<file path="src/rtl/mlq_pkg.sv">
// Shared types and codes for the multilevel queue scheduler.
// No dependencies; the scheduler and its checker import this package.
`timescale 1ns / 1ps

package mlq_pkg;

   // Fixed port widths
   localparam int REQ_W    = 2;
   localparam int PORT_ID_W = 8;
   localparam int PRI_W    = 3;
   localparam int STATUS_W = 2;
   localparam int COUNT_W  = 7;

   // Request codes
   localparam logic [REQ_W-1:0] REQ_ENQ = 2'd0;
   localparam logic [REQ_W-1:0] REQ_REM = 2'd1;
   localparam logic [REQ_W-1:0] REQ_SEL = 2'd2;

   // Status codes
   localparam logic [STATUS_W-1:0] ST_OK        = 2'd0;
   localparam logic [STATUS_W-1:0] ST_INVALID   = 2'd1;
   localparam logic [STATUS_W-1:0] ST_NOT_FOUND = 2'd2;
   localparam logic [STATUS_W-1:0] ST_FULL      = 2'd3;

   typedef enum logic [2:0] {
      S_IDLE,
      S_DECODE,
      S_SEARCH,
      S_SHIFT,
      S_SEL_WB
   } state_type;

endpackage

</file>
<file path="src/rtl/mlq_ram.sv">
// Generic simple dual-port RAM: one write port, one read port, registered read.
// No dependencies.
`timescale 1ns / 1ps

module mlq_ram #(
   parameter int WIDTH = 8,
   parameter int DEPTH = 80
) (
   input  logic                     clock,
   input  logic                     wr_en,
   input  logic [$clog2(DEPTH)-1:0] wr_addr,
   input  logic [WIDTH-1:0]         wr_data,
   input  logic [$clog2(DEPTH)-1:0] rd_addr,
   output logic [WIDTH-1:0]         rd_data
);

   logic [WIDTH-1:0] mem_ff [DEPTH];
   logic [WIDTH-1:0] rd_data_ff;

   always_ff @(posedge clock) begin
      if (wr_en) begin
         mem_ff[wr_addr] <= wr_data;
      end
      rd_data_ff <= mem_ff[rd_addr];
   end

   assign rd_data = rd_data_ff;

endmodule

</file>
<file path="src/rtl/multilevel_queue_scheduler.sv">
// Multilevel queue scheduler: per-level round-robin FIFOs kept in one shared RAM.
// Depends on mlq_pkg and mlq_ram.
`timescale 1ns / 1ps

// Holds NUM_LEVELS ready queues (level 1 lowest .. NUM_LEVELS highest), each a
// circular FIFO of LEVEL_DEPTH process IDs, all in one RAM. A transaction is
// taken when start is high and busy is low; its single result appears on the
// rsp_ ports for exactly one cycle with rsp_valid high, and busy drops in that
// same cycle so the next transaction can be taken right away. Enqueue, every
// rejected request, a remove on an empty level and a select with all levels
// empty finish in the decode state; a select that finds a process first reads
// the RAM, then copies the head to the tail; any other remove walks the
// addressed level's queue one RAM entry per cycle: first a search for the ID,
// then a one-slot shift of the entries behind it. The RAM port (one read and
// one write per cycle) sets that walk rate. Queue contents need no clearing
// after reset; only the per-level head and count registers, the total and the
// control state reset.

module multilevel_queue_scheduler
   import mlq_pkg::*;
#(
   parameter int NUM_LEVELS  = 5,
   parameter int LEVEL_DEPTH = 16,
   parameter int ID_BITS     = 8
) (
   input  logic                 clock,
   input  logic                 reset,
   input  logic                 start,
   output logic                 busy,
   input  logic [REQ_W-1:0]     req_type,
   input  logic [PORT_ID_W-1:0] req_proc_id,
   input  logic [PRI_W-1:0]     req_priority_req,
   input  logic                 req_proc_ready,
   input  logic                 req_ignore_state,
   output logic                 rsp_valid,
   output logic [STATUS_W-1:0]  rsp_status,
   output logic                 rsp_sel_valid,
   output logic [PORT_ID_W-1:0] rsp_sel_id,
   output logic [COUNT_W-1:0]   rsp_total_count
);

   localparam int LvlW  = $clog2(NUM_LEVELS);
   localparam int HeadW = $clog2(LEVEL_DEPTH);
   localparam int CntW  = $clog2(LEVEL_DEPTH + 1);
   localparam int SumW  = $clog2(2 * LEVEL_DEPTH);
   localparam int Depth = NUM_LEVELS * LEVEL_DEPTH;
   localparam int AddrW = $clog2(Depth);
   localparam int TotW  = $clog2(Depth + 1);

   // RAM address of position pos in level lvl
   function automatic logic [AddrW-1:0] slot(input logic [LvlW-1:0] lvl,
                                             input logic [HeadW-1:0] pos);
      return AddrW'(lvl) * AddrW'(LEVEL_DEPTH) + AddrW'(pos);
   endfunction

   // head + offset is always below 2*LEVEL_DEPTH: one compare and subtract
   function automatic logic [HeadW-1:0] wrap(input logic [SumW-1:0] s);
      return (s >= SumW'(LEVEL_DEPTH)) ? HeadW'(s - SumW'(LEVEL_DEPTH)) : HeadW'(s);
   endfunction

   // ---------------------------------------------------------------------
   // State
   // ---------------------------------------------------------------------
   state_type state_ff, state_in;

   logic [HeadW-1:0] head_ff  [NUM_LEVELS];
   logic [CntW-1:0]  count_ff [NUM_LEVELS];
   logic [TotW-1:0]  total_ff, total_in;

   // latched transaction
   logic [REQ_W-1:0]   op_ff;
   logic [ID_BITS-1:0] id_ff;
   logic [PRI_W-1:0]   pri_ff;
   logic               ready_ff;
   logic               ign_ff;

   // working copies for the addressed level
   logic [LvlW-1:0]  cur_lvl_ff, cur_lvl_in;
   logic [HeadW-1:0] h_ff, h_in;
   logic [CntW-1:0]  n_ff, n_in;
   logic [CntW-1:0]  k_ff, k_in;

   // result registers
   logic                rsp_valid_ff;
   logic [STATUS_W-1:0] rsp_status_ff;
   logic                rsp_sel_valid_ff;
   logic [ID_BITS-1:0]  rsp_sel_id_ff;

   // RAM
   logic               ram_we;
   logic [AddrW-1:0]   ram_wr_addr;
   logic [ID_BITS-1:0] ram_wr_data;
   logic [AddrW-1:0]   ram_rd_addr;
   logic [ID_BITS-1:0] ram_rd_data;

   mlq_ram #(
      .WIDTH(ID_BITS),
      .DEPTH(Depth)
   ) u_store (
      .clock  (clock),
      .wr_en  (ram_we),
      .wr_addr(ram_wr_addr),
      .wr_data(ram_wr_data),
      .rd_addr(ram_rd_addr),
      .rd_data(ram_rd_data)
   );

   // ---------------------------------------------------------------------
   // Conditions
   // ---------------------------------------------------------------------
   logic            pri_ok;
   logic [LvlW-1:0] lvl_pri;
   logic            top_found;
   logic [LvlW-1:0] top_lvl;
   logic [LvlW-1:0] cur_lvl;
   logic [HeadW-1:0] head_cur;
   logic [CntW-1:0]  cnt_cur;
   logic            enq_err, rem_err, lvl_full, lvl_empty;
   logic            id_match, k_last;
   logic [CntW-1:0] k_next;

   always_comb begin
      pri_ok  = (pri_ff != '0) && (32'(pri_ff) <= NUM_LEVELS);
      lvl_pri = LvlW'(pri_ff - PRI_W'(1));

      // highest non-empty level wins
      top_found = 1'b0;
      top_lvl   = '0;
      for (int i = 0; i < NUM_LEVELS; i++) begin
         if (count_ff[i] != '0) begin
            top_found = 1'b1;
            top_lvl   = LvlW'(i);
         end
      end

      cur_lvl  = (op_ff == REQ_SEL) ? top_lvl : lvl_pri;
      head_cur = head_ff[cur_lvl];
      cnt_cur  = count_ff[cur_lvl];

      enq_err   = (!ready_ff && !ign_ff) || !pri_ok;
      rem_err   = (ready_ff && !ign_ff) || !pri_ok;
      lvl_full  = cnt_cur >= CntW'(LEVEL_DEPTH);
      lvl_empty = cnt_cur == '0;

      id_match = ram_rd_data == id_ff;
      k_next   = k_ff + CntW'(1);
      k_last   = k_next == n_ff;
   end

   // ---------------------------------------------------------------------
   // Next state
   // ---------------------------------------------------------------------
   always_comb begin
      state_in = state_ff;
      case (state_ff)
         S_IDLE: begin
            if (start) begin
               state_in = S_DECODE;
            end
         end
         S_DECODE: begin
            case (op_ff)
               REQ_REM: begin
                  state_in = (!rem_err && !lvl_empty) ? S_SEARCH : S_IDLE;
               end
               REQ_SEL: begin
                  state_in = top_found ? S_SEL_WB : S_IDLE;
               end
               default: begin
                  state_in = S_IDLE;
               end
            endcase
         end
         S_SEARCH: begin
            if (k_last) begin
               state_in = S_IDLE;
            end else if (id_match) begin
               state_in = S_SHIFT;
            end
         end
         S_SHIFT: begin
            if (k_last) begin
               state_in = S_IDLE;
            end
         end
         S_SEL_WB: begin
            state_in = S_IDLE;
         end
         default: begin
            state_in = S_IDLE;
         end
      endcase
   end

   // ---------------------------------------------------------------------
   // Datapath and outputs
   // ---------------------------------------------------------------------
   logic                finish;
   logic [STATUS_W-1:0] fin_status;
   logic                fin_sel_valid;
   logic [ID_BITS-1:0]  fin_sel_id;
   logic                cnt_we;
   logic [LvlW-1:0]     cnt_idx;
   logic [CntW-1:0]     cnt_wdata;
   logic                head_we;
   logic [HeadW-1:0]    head_wdata;

   always_comb begin
      finish        = 1'b0;
      fin_status    = ST_INVALID;
      fin_sel_valid = 1'b0;
      fin_sel_id    = '0;
      cnt_we        = 1'b0;
      cnt_idx       = cur_lvl_ff;
      cnt_wdata     = n_ff - CntW'(1);
      head_we       = 1'b0;
      head_wdata    = wrap(SumW'(h_ff) + SumW'(1));
      total_in      = total_ff;
      ram_we        = 1'b0;
      ram_wr_addr   = '0;
      ram_wr_data   = ram_rd_data;
      ram_rd_addr   = '0;
      cur_lvl_in    = cur_lvl_ff;
      h_in          = h_ff;
      n_in          = n_ff;
      k_in          = k_ff;

      case (state_ff)
         S_DECODE: begin
            cur_lvl_in = cur_lvl;
            h_in       = head_cur;
            n_in       = cnt_cur;
            k_in       = '0;
            ram_rd_addr = slot(cur_lvl, head_cur);
            case (op_ff)
               REQ_ENQ: begin
                  finish = 1'b1;
                  if (enq_err) begin
                     fin_status = ST_INVALID;
                  end else if (lvl_full) begin
                     fin_status = ST_FULL;
                  end else begin
                     fin_status  = ST_OK;
                     ram_we      = 1'b1;
                     ram_wr_addr = slot(cur_lvl, wrap(SumW'(head_cur) + SumW'(cnt_cur)));
                     ram_wr_data = id_ff;
                     cnt_we      = 1'b1;
                     cnt_idx     = cur_lvl;
                     cnt_wdata   = cnt_cur + CntW'(1);
                     total_in    = total_ff + TotW'(1);
                  end
               end
               REQ_REM: begin
                  if (rem_err) begin
                     finish     = 1'b1;
                     fin_status = ST_INVALID;
                  end else if (lvl_empty) begin
                     finish     = 1'b1;
                     fin_status = ST_NOT_FOUND;
                  end
               end
               REQ_SEL: begin
                  if (!top_found) begin
                     finish     = 1'b1;
                     fin_status = ST_NOT_FOUND;
                  end
               end
               default: begin
                  finish     = 1'b1;
                  fin_status = ST_INVALID;
               end
            endcase
         end
         S_SEARCH: begin
            // read data holds position k; fetch k+1 in case the walk goes on
            ram_rd_addr = slot(cur_lvl_ff, wrap(SumW'(h_ff) + SumW'(k_next)));
            k_in        = k_next;
            if (id_match && k_last) begin
               finish     = 1'b1;
               fin_status = ST_OK;
               cnt_we     = 1'b1;
               total_in   = total_ff - TotW'(1);
            end else if (k_last) begin
               finish     = 1'b1;
               fin_status = ST_NOT_FOUND;
            end
         end
         S_SHIFT: begin
            // move position k down to k-1
            ram_we      = 1'b1;
            ram_wr_addr = slot(cur_lvl_ff, wrap(SumW'(h_ff) + SumW'(k_ff) - SumW'(1)));
            ram_rd_addr = slot(cur_lvl_ff, wrap(SumW'(h_ff) + SumW'(k_next)));
            k_in        = k_next;
            if (k_last) begin
               finish     = 1'b1;
               fin_status = ST_OK;
               cnt_we     = 1'b1;
               total_in   = total_ff - TotW'(1);
            end
         end
         S_SEL_WB: begin
            // old head goes to the tail, head advances
            ram_we        = 1'b1;
            ram_wr_addr   = slot(cur_lvl_ff, wrap(SumW'(h_ff) + SumW'(n_ff)));
            head_we       = 1'b1;
            finish        = 1'b1;
            fin_status    = ST_OK;
            fin_sel_valid = 1'b1;
            fin_sel_id    = ram_rd_data;
         end
         default: begin
         end
      endcase
   end

   // ---------------------------------------------------------------------
   // Registers
   // ---------------------------------------------------------------------
   always_ff @(posedge clock) begin
      if (reset) begin
         state_ff     <= S_IDLE;
         total_ff     <= '0;
         rsp_valid_ff <= 1'b0;
         for (int i = 0; i < NUM_LEVELS; i++) begin
            head_ff[i]  <= '0;
            count_ff[i] <= '0;
         end
      end else begin
         state_ff     <= state_in;
         total_ff     <= total_in;
         rsp_valid_ff <= finish;
         if (cnt_we) begin
            count_ff[cnt_idx] <= cnt_wdata;
         end
         if (head_we) begin
            head_ff[cur_lvl_ff] <= head_wdata;
         end
      end
   end

   always_ff @(posedge clock) begin
      if (state_ff == S_IDLE && start) begin
         op_ff    <= req_type;
         id_ff    <= ID_BITS'(req_proc_id);
         pri_ff   <= req_priority_req;
         ready_ff <= req_proc_ready;
         ign_ff   <= req_ignore_state;
      end
      cur_lvl_ff <= cur_lvl_in;
      h_ff       <= h_in;
      n_ff       <= n_in;
      k_ff       <= k_in;
      if (finish) begin
         rsp_status_ff    <= fin_status;
         rsp_sel_valid_ff <= fin_sel_valid;
         rsp_sel_id_ff    <= fin_sel_id;
      end
   end

   assign busy            = state_ff != S_IDLE;
   assign rsp_valid       = rsp_valid_ff;
   assign rsp_status      = rsp_status_ff;
   assign rsp_sel_valid   = rsp_sel_valid_ff;
   assign rsp_sel_id      = PORT_ID_W'(rsp_sel_id_ff);
   assign rsp_total_count = COUNT_W'(total_ff);

endmodule

</file>
<file path="config.mk">
export PLATFORM = sky130hd
export DESIGN_NAME = multilevel_queue_scheduler
export DESIGN_NICKNAME = d
export VERILOG_FILES = /design/src/rtl/mlq_pkg.sv /design/src/rtl/mlq_ram.sv /design/src/rtl/multilevel_queue_scheduler.sv
export SDC_FILE = /design/constraint.sdc
export NUM_CORES = 1
export LEC_CHECK = 0
export ABC_AREA = 1
export BUFFER_PORTS_ARGS = -buffer_cell sky130_fd_sc_hd__buf_2
export CORE_MARGIN = 1
export CORE_UTILIZATION = 40
export DETAILED_ROUTE_END_ITERATION = 8
export PLACE_DENSITY = 0.55
export SLEW_MARGIN = 20
export SYNTH_ARGS = -nofsm -noshare
export SYNTH_HDL_FRONTEND = slang
export SYNTH_SLANG_ARGS = --single-unit
</file>
<file path="constraint.sdc">
create_clock -name clock -period 6.7 [get_ports clock]
set_input_delay 1.675 -clock clock [delete_from_list [all_inputs] [get_ports clock]]
set_output_delay 1.675 -clock clock [all_outputs]
set_load 0.01 [all_outputs]
</file>
==> impl_results.md, run 1 <==
- Outcome: finished clean
- RSZ-0062 raised after global routing: no
- Non-filler instance count after layout: 4443
- First-pass GRT wire length: 144 mm
- CP startpoint kind: register
- R2R depth: 19
- Met1 wire length: 43.4 mm
- Met2 wire len: 44.1 mm
- Total number of H-tree levels: 3
- Row cnt: 108
- # DRC: 0
- Fmax: 0.187 GHz
- Die Wd: 299 um
- PD cells: 492 nW/um2
- Worst-Skew Late Latency: 0.64 ns
- CP Cell Sequence: inv_1 > ha_1 > inv_1 > nand2_2 > nand2_8 > inv_4 > o21ai_1 > o21ai_0 > inv_1 > o21ai_1 > ha_1 > inv_1 > fa_1 > xnor2_1 > nand2_1 > nand2_1 > nor2_1 > nand2_2 > nor2_1
- Final worst-path cycle share: 79.7%
- Die Ht: 299 um
- Die area: 89400 um2
- FF+latch count, synth: 774
- Slew Limit Fails: 0
- 1st-iter DRT viols: 2353
- Hold Path Depth: 2
- I/O Buffers: 37
- Worst-case clock buffer depth: 3
- Leak: 14.8 nW
- DP HPWL: 57.6 mm
- Setup tns final: 0 ns
- Worst Path Max Fanout: 44
- Clk_skew: 0.0279 ns
- Clk root buf: clkbuf_16
- Global route overflow: 0
- Critical path arrival: 5.60 ns
- Highest routed metal layer: met4
- Mapped Avg Cell Area: 10.9 um2
- Critical Path Slowest Stage Cell: nor2_1
- I/O pin cnt: 38
- Synth-to-layout area growth: 11.2%
- Max-Cap Viols: 0
- Worst Hold Class: reg2reg
- WHS Endpoint: rsp_total_count[6]
- Cell mode on critical path: inv_1
- Register area share after synthesis: 65.3%
- Synth async-reset ratio: 0%
- Layout cells sized above 1: 8.85%
- Ys Warns: 0
- Vias per cell: 5.29
- Worst slew margin relative to its limit: 29.7%
- Post-synth EDFFs: 755
- Detailed Route WL: 95.3 mm
- Initial antenna violation count: 0
- N_diodes: 0
- Worst-margin pin slew: 1.05 ns
- Final nets: 3277
- CTS sink count: 774
- Starting density of the core: 40.5%
- Pre-CTS WS: 1.35 ns
- CP endpoint kind: register
- CP required: 6.96 ns
- Cts hold-fix bufs: 0
- Post-layout util: 45.0%
- # setup viols final: 0
- PnR worst setup slack: 1.36 ns
- Worst R2R End: u_store.mem_ff[57][4]
- Max incr delay on CP: 0.68 ns
- Setup Crit Path Kind: reg2reg
- Peak VDD IR: 0.320 mV
- Flop2flop setup slack: 1.36 ns
- Register Area: 23100 um2
- Area of the multi-input gates: 9930 um2
- Worst-path clk slew: 0.06 ns
- Unique cell type count in the Yosys netlist: 61
- CTS tree: done
- Antenna Nets Post-Route: 0
- Post-CTS Setup Repair Bufs: 0
- Top_reg_cell synth: edfxtp_1
- CTS Buf Count: 81
- Vias in the first global route: 23000
- Post-Syn Nets: 3293
- Hold Startpoint: rsp_total_count[6]
- Fillers: 8133
- Fin crit period: 5.34 ns
- Met3 routed WL: 5.62 mm
- Via count: 23500
- 1st-pass router iterations: 8
- CTS resizes: 0
- Core Region: 87200 um2
- GRT Util Overall: 21.2%
- Post-Synthesis Cells: 3241
- RePlAce Congestion: 0.871
- Final Hold Fails: 0
- Routed len/inst: 21.5 um
- Final hold slack: 0.466 ns
- Synthesized cell area: 35300 um2
- Pin count of the biggest net entering global routing: 114
- Crit Reg-Reg Startpoint: op_ff[0]
- # placed instances: 4297
cells in the final DEF (no fill, tap or decap), types with 5 or more instances in the layout:
cell       count
buf_2         37
ha_1          29
fa_1           5
buf_4         29
inv_4          5
o21ai_0       93
nand2_1      489
buf_12         9
nand2_2       11
nor3_1         7
clkbuf_16     82
o21ai_4       13
o221ai_1       9
xor2_1        19
o22ai_1       20
dfxtp_1       19
bufinv_16      9
nand2_4       13
o21ai_1       29
clkinv_1      13
a21oi_1       24
edfxtp_1     755
xnor2_1       10
clkinv_2      15
inv_2         10
nand3_1      585
nand3b_1     182
clkbuf_1      17
nor2_2        16
inv_1        408
o211ai_1      10
nand4_1        5
nor2_1       251
per-layer routing:
metal / GRT usage, % / vias up
met3: 2.66 / 122
met2: 33.7 / 732
met1: 30.5 / 11600
li1: - / 11100
met4: 6.21 / 0
met5: 0 / -
through the flow:
step / area [um2] / total power [mW]
3_5_place_dp: 36600 / 14.9
2_1_floorplan: 35300 / 11.8
4_1_cts: 39200 / 19.4
3_3_place_gp: 36600 / 14.9
6_report: 39200 / 19.3
5_1_grt: 39200 / 20.3
cells by family (layout without fill, tap and decap cells):
kind of cell | Yosys count | count (layout) | synth area share [%]
simple gates | 1586 | 1586 | 21.9
flops | 774 | 774 | 65.3
buf+inv | 598 | 645 | 6.99
compound gates | 220 | 220 | 3.80
fa+ha+maj | 34 | 34 | 1.31
xor+xnor | 29 | 29 | 0.719
worst max path at each step:
stage / startpoint / end / slack [ns] / cells past startpoint
floorplan: op_ff[0] / u_store.mem_ff[0][0] / 0.57 / 17
global placement: op_ff[0] / u_store.mem_ff[7][3] / 1.45 / 20
detailed placement: op_ff[0] / u_store.mem_ff[49][6] / 1.35 / 19
CTS: op_ff[0] / u_store.mem_ff[49][0] / 1.34 / 19
global route: op_ff[0] / u_store.mem_ff[47][6] / 0.94 / 20
finish: op_ff[0] / u_store.mem_ff[57][4] / 1.36 / 19
cells in the mapped netlist, drive strengths merged (2+ instances only):
master / n / area, um2
nand3: 588 / 2970
nor3: 8 / 45.0
a31oi: 2 / 18.8
o21a: 2 / 15.0
o211ai: 12 / 109
nor2: 274 / 1150
nand4: 5 / 31.3
ha: 29 / 363
nand3b: 182 / 1370
inv: 423 / 1600
nand2: 516 / 2080
buf: 110 / 627
xor2: 19 / 166
edfxtp: 755 / 22700
fa: 5 / 100
o221ai: 9 / 78.8
or2: 7 / 43.8
clkbuf: 64 / 240
o22ai: 21 / 138
and2: 2 / 12.5
a21o: 2 / 15.0
a21oi: 27 / 161
o21ai: 139 / 756
xnor2: 10 / 87.6
dfxtp: 19 / 380
sequential cells by signal (all words and copies together), names as in the netlist, 4 cells and up:
register	count
h_ff	4
head_ff	32
rsp_sel_id	8
n_ff	5
u_store.mem_ff	640
id_ff	8
k_ff	5
u_store.rd_data	8
count_ff	40
rsp_total_count	7
critical path: cells and delay by family (launching register included):
family	cells	cell delay, ns
adder cells (fa/ha/maj)	3	0.86
AND/OR/NAND/NOR	7	2.08
buffers and inverters	5	0.72
AO/OA/AOI/OAI	3	0.72
XOR/XNOR	1	0.15
flip-flops	1	0.42
cell type report:
type / count / area share (%)
Clock buffer: 99 / 5.39
Clock inverter: 47 / 1.30
Inverter: 424 / 4.09
Multi-Input combinational cell: 1869 / 25.3
Sequential cell: 774 / 58.7
Tap cell: 1155 / 3.68
Timing Repair Buffer: 75 / 1.49
where the power goes:
| group | switching [mW] | internal [mW] |
|---|---|---|
| logic | 6.33 | 2.14 |
| clock network | 1.88 | 2.61 |
| registers | 0.120 | 6.22 |
| total | 8.33 | 11.0 |
Power figures use the tool's default switching activity.
==> inputs of run 2 (changes only) <==
- ABC_AREA: 1 -> 0
- PLACE_DENSITY: 0.55 -> 0.57
- clock period: 6.7 -> 4.4 ns (I/O delays scaled with it)
==> run 2 against run 1 <==
Die area down 6.2%; largest cell class unchanged; count of clock-buffer cells in the layout up 9; synthesized area down 6.3%.
==> impl_results.md, run 2 <==
- Final hold slack: 0.511 ns (+0.0444 ns)
- Most common cell in the synthesized netlist: edfxtp_1
- CTS tree: done
- Vias in the first global route: 21900 (-4.6%)
- Worst-Skew Late Latency: 0.64 ns (about the same)
- Outcome: finished clean
- # DRC: 0 (unchanged)
- CP required: 4.85 ns (-2.11 ns)
- CP Cell Sequence: or4_4 > or4b_1 > mux2i_2 > a211oi_4 > nor4b_4 > buf_4 > nor2_4 > buf_6 > buf_12 > buf_4 > a21oi_1 > a221oi_2 > a211o_1 > a311oi_2 > buf_4 > o211ai_1
- Most frequent cells in the layout: 755 x edfxtp_1, 345 x nand2_1, 250 x buf_4
- I/O pin cnt: 38 (unchanged)
- Worst-margin pin slew: 1.05 ns (-0.00299 ns)
- Area of placed instances: 37500 um2 (+2.3%)
- FF+latch count, synth: 774 (unchanged)
- Top_reg_cell synth: edfxtp_1
- Antenna Nets Post-Route: 0 (unchanged)
- Total number of H-tree levels: 3 (unchanged)
- Final worst-path cycle share: 99.7% (+20 points)
- CP startpoint kind: register
- Register area share after synthesis: 69.7% (+4.4 points)
- Biggest regs: u_store.mem_ff: 640 flops, count_ff: 40 flops, head_ff: 32 flops
- Clk_skew: 0.0283 ns (+0.000389 ns)
- Hold Startpoint: rsp_total_count[6]
- Slew Limit Fails: 0 (unchanged)
- Area of the multi-input gates: 10100 um2 (+2.0%)
- Post-layout util: 50.3% (+5.3 points)
- Flop2flop setup slack: 0.01 ns (-1.34 ns)
- Mapped Avg Cell Area: 13.8 um2 (+27%)
- Cts hold-fix bufs: 0 (unchanged)
- Pin count of the biggest net entering global routing: 57 (-50%)
- Die area: 83900 um2 (-6.2%)
- Worst path bufs/invs: 5 (unchanged)
- RePlAce Congestion: 0.938 (+7.6%)
- Setup Crit Path Kind: reg2reg
- Cell mode on critical path: buf_4
- R2R depth: 16 (-3)
- Cell taking the most area after synthesis: edfxtp_1
- Worst Path Max Fanout: 14 (-68%)
- First-pass GRT wire length: 140 mm (-2.3%)
- Top Usage Layer GRT: met2
- Clk root buf: clkbuf_16
- Critical path arrival: 4.84 ns (-0.76 ns)
- Synth async-reset ratio: 0% (unchanged)
- Worst slew margin relative to its limit: 29.4% (-0.27 points)
- GR Util met2: 36.9% (+3.2 points)
- Post-Syn Nets: 2443 (-26%)
- Die Ht: 290 um (-3.2%)
- CTS Buf Count: 80 (-1.2%)
- Non-filler instance count after layout: 3884 (-13%)
- Critical Path Slowest Stage Cell: or4_4
- Max incr delay on CP: 0.57 ns (-0.11 ns)
- 1st-pass router iterations: 6 (-2)
- Worst-case clock buffer depth: 3 (unchanged)
- Vias per cell: 5.65 (+6.8%)
- Leak: 14.5 nW (-1.9%)
- Worst Hold Class: reg2reg
- Design area: 41200 um2 (+5.0%)
- Synthesized cell area: 33100 um2 (-6.3%)
- Largest delay share family, worst path: simple AND/OR/NAND/NOR gates
- Synth-to-layout area growth: 24.6%
- GRT Util Overall: 22.8% (+1.6 points)
- Crit Reg-Reg Startpoint: count_ff[3][1]
- Starting density of the core: 40.4% (-0.14 points)
- Register Area: 23100 um2 (unchanged)
- I/O Buffers: 37 (unchanged)
- Worst R2R End: u_store.rd_data[0]
- Initial antenna violation count: 1 (+1)
- Final nets: 2807 (-14%)
- Layout cells sized above 1: 26.4% (+18 points)
- RSZ-0062 raised after global routing: yes
- Peak VDD IR: 0.286 mV (-11%)
- CTS sink count: 774 (unchanged)
- Core Region: 82000 um2 (-5.9%)
- CP startpoint: count_ff[3][1]
- # setup viols final: 0 (unchanged)
- Die Wd: 290 um (-3.2%)
- Worst path depth: 16 (-3)
- Global route overflow: 0 (unchanged)
- CP endpoint kind: register
- Synth top area cells: edfxtp_1 69%, mux2i_1 4.4%, nand2_1 4.1%
- # placed instances: 3726 (-13%)
- Post-Synthesis Cells: 2391 (-26%)
- Detailed Route WL: 95.6 mm (+0.32%)
- Largest Register: u_store.mem_ff
- Via count: 22000 (-6.7%)
- PD cells: 438 nW/um2 (-11%)
- Max-Cap Viols: 0 (unchanged)
- Post-synth top cells: 755 x edfxtp_1, 358 x nand2_1, 187 x nor2_1
- Post-synth EDFFs: 755 (unchanged)
- Final Hold Fails: 0 (unchanged)
- Fin crit period: 4.39 ns (-0.957 ns)
- Ys Warns: 0 (unchanged)
- Routed len/inst: 24.6 um (+15%)
- Worst-path clk slew: 0.06 ns (about the same)
- 1st-iter DRT viols: 2342 (-0.47%)
- Fmax: 0.228 GHz (+22%)
- WHS Endpoint: rsp_total_count[6]
- Fillers: 6858 (-16%)
- Met3 usage: 3.84% (+1.2 points)
- Met1 GRT Util: 31.0% (+0.48 points)
- Unique cell type count in the Yosys netlist: 85 (+39%)
- Max FFs per register: 640 (unchanged)
- Most common cell after layout, fill and taps aside: edfxtp_1
- Share of the synthesized area in the top cell type: 68.5% (+4.3 points)
- Row cnt: 105 (-2.8%)
- Hold Path Depth: 2 (unchanged)
- DP HPWL: 65.5 mm (+14%)
- N_diodes: 0 (unchanged)
-- run 2: cell families (layout without fill, tap and decap cells) --
logic type	count (synthesis)	count (layout)	share of synthesized area, %
flops	774	774	69.7
xor+xnor	42	42	1.15
compound gates	415	415	9.03
buf+inv	170	593	2.58
mux	190	190	5.91
simple gates	766	766	10.3
fa+ha+maj	34	34	1.40
-- run 2: per-stage QoR --
stage,setup TNS [ns],setup slack (ns),power (mW)
after floorplan,-88.54,-0.265,9.94
after global placement,-9.35,-0.142,11.3
final,0,0.0142,18.1
after detailed placement,-44.76,-0.192,11.3
after global routing,-27.41,-0.129,18.6
after CTS,-0.410,-0.0251,18.1
-- run 2: worst max path at each step --
stage                                        to  slack (ns)
final                        u_store.rd_data[0]        0.01
after CTS                 u_store.mem_ff[78][7]       -0.03
after floorplan           u_store.mem_ff[36][0]       -0.27
after global routing      u_store.mem_ff[32][4]       -0.13
after global placement    u_store.mem_ff[18][7]       -0.14
after detailed placement     u_store.rd_data[1]       -0.19
-- run 2: area by class of cell --
class,count,area share [%]
Inverter,45,0.416
Clock buffer,108,5.24
Clock inverter,33,1.07
Multi-Input combinational cell,1447,24.6
Tap cell,1070,3.25
Timing Repair Buffer,407,9.53
Sequential cell,774,55.9
-- run 2: layer usage --
metal / routed length, um / vias to the layer above
li1: - / 9806
met1: 40200 / 11000
met2: 45000 / 957
met3: 7330 / 199
met4: 3070 / 0
met5: 0 / -
-- run 2: worst min-delay path: cells and delay by family, from the launching register on --
family,cells,cell delay (ns)
flops,1,0.33
compound gates,2,0.14
-- run 2: what timing repair did --
action                     4_1_cts  5_1_grt
setup endpoints to repair      648      676
gates resized for setup         38      211
pin swaps                        5       45
buffers inserted                 3       15
-- run 2: power by group --
| part | total (mW) | internal (mW) | switching, mW |
|---|---|---|---|
| Sequential | 8.67 | 8.61 | 0.0681 |
| Clock | 6.79 | 3.98 | 2.81 |
| Combinational | 2.60 | 0.891 | 1.71 |
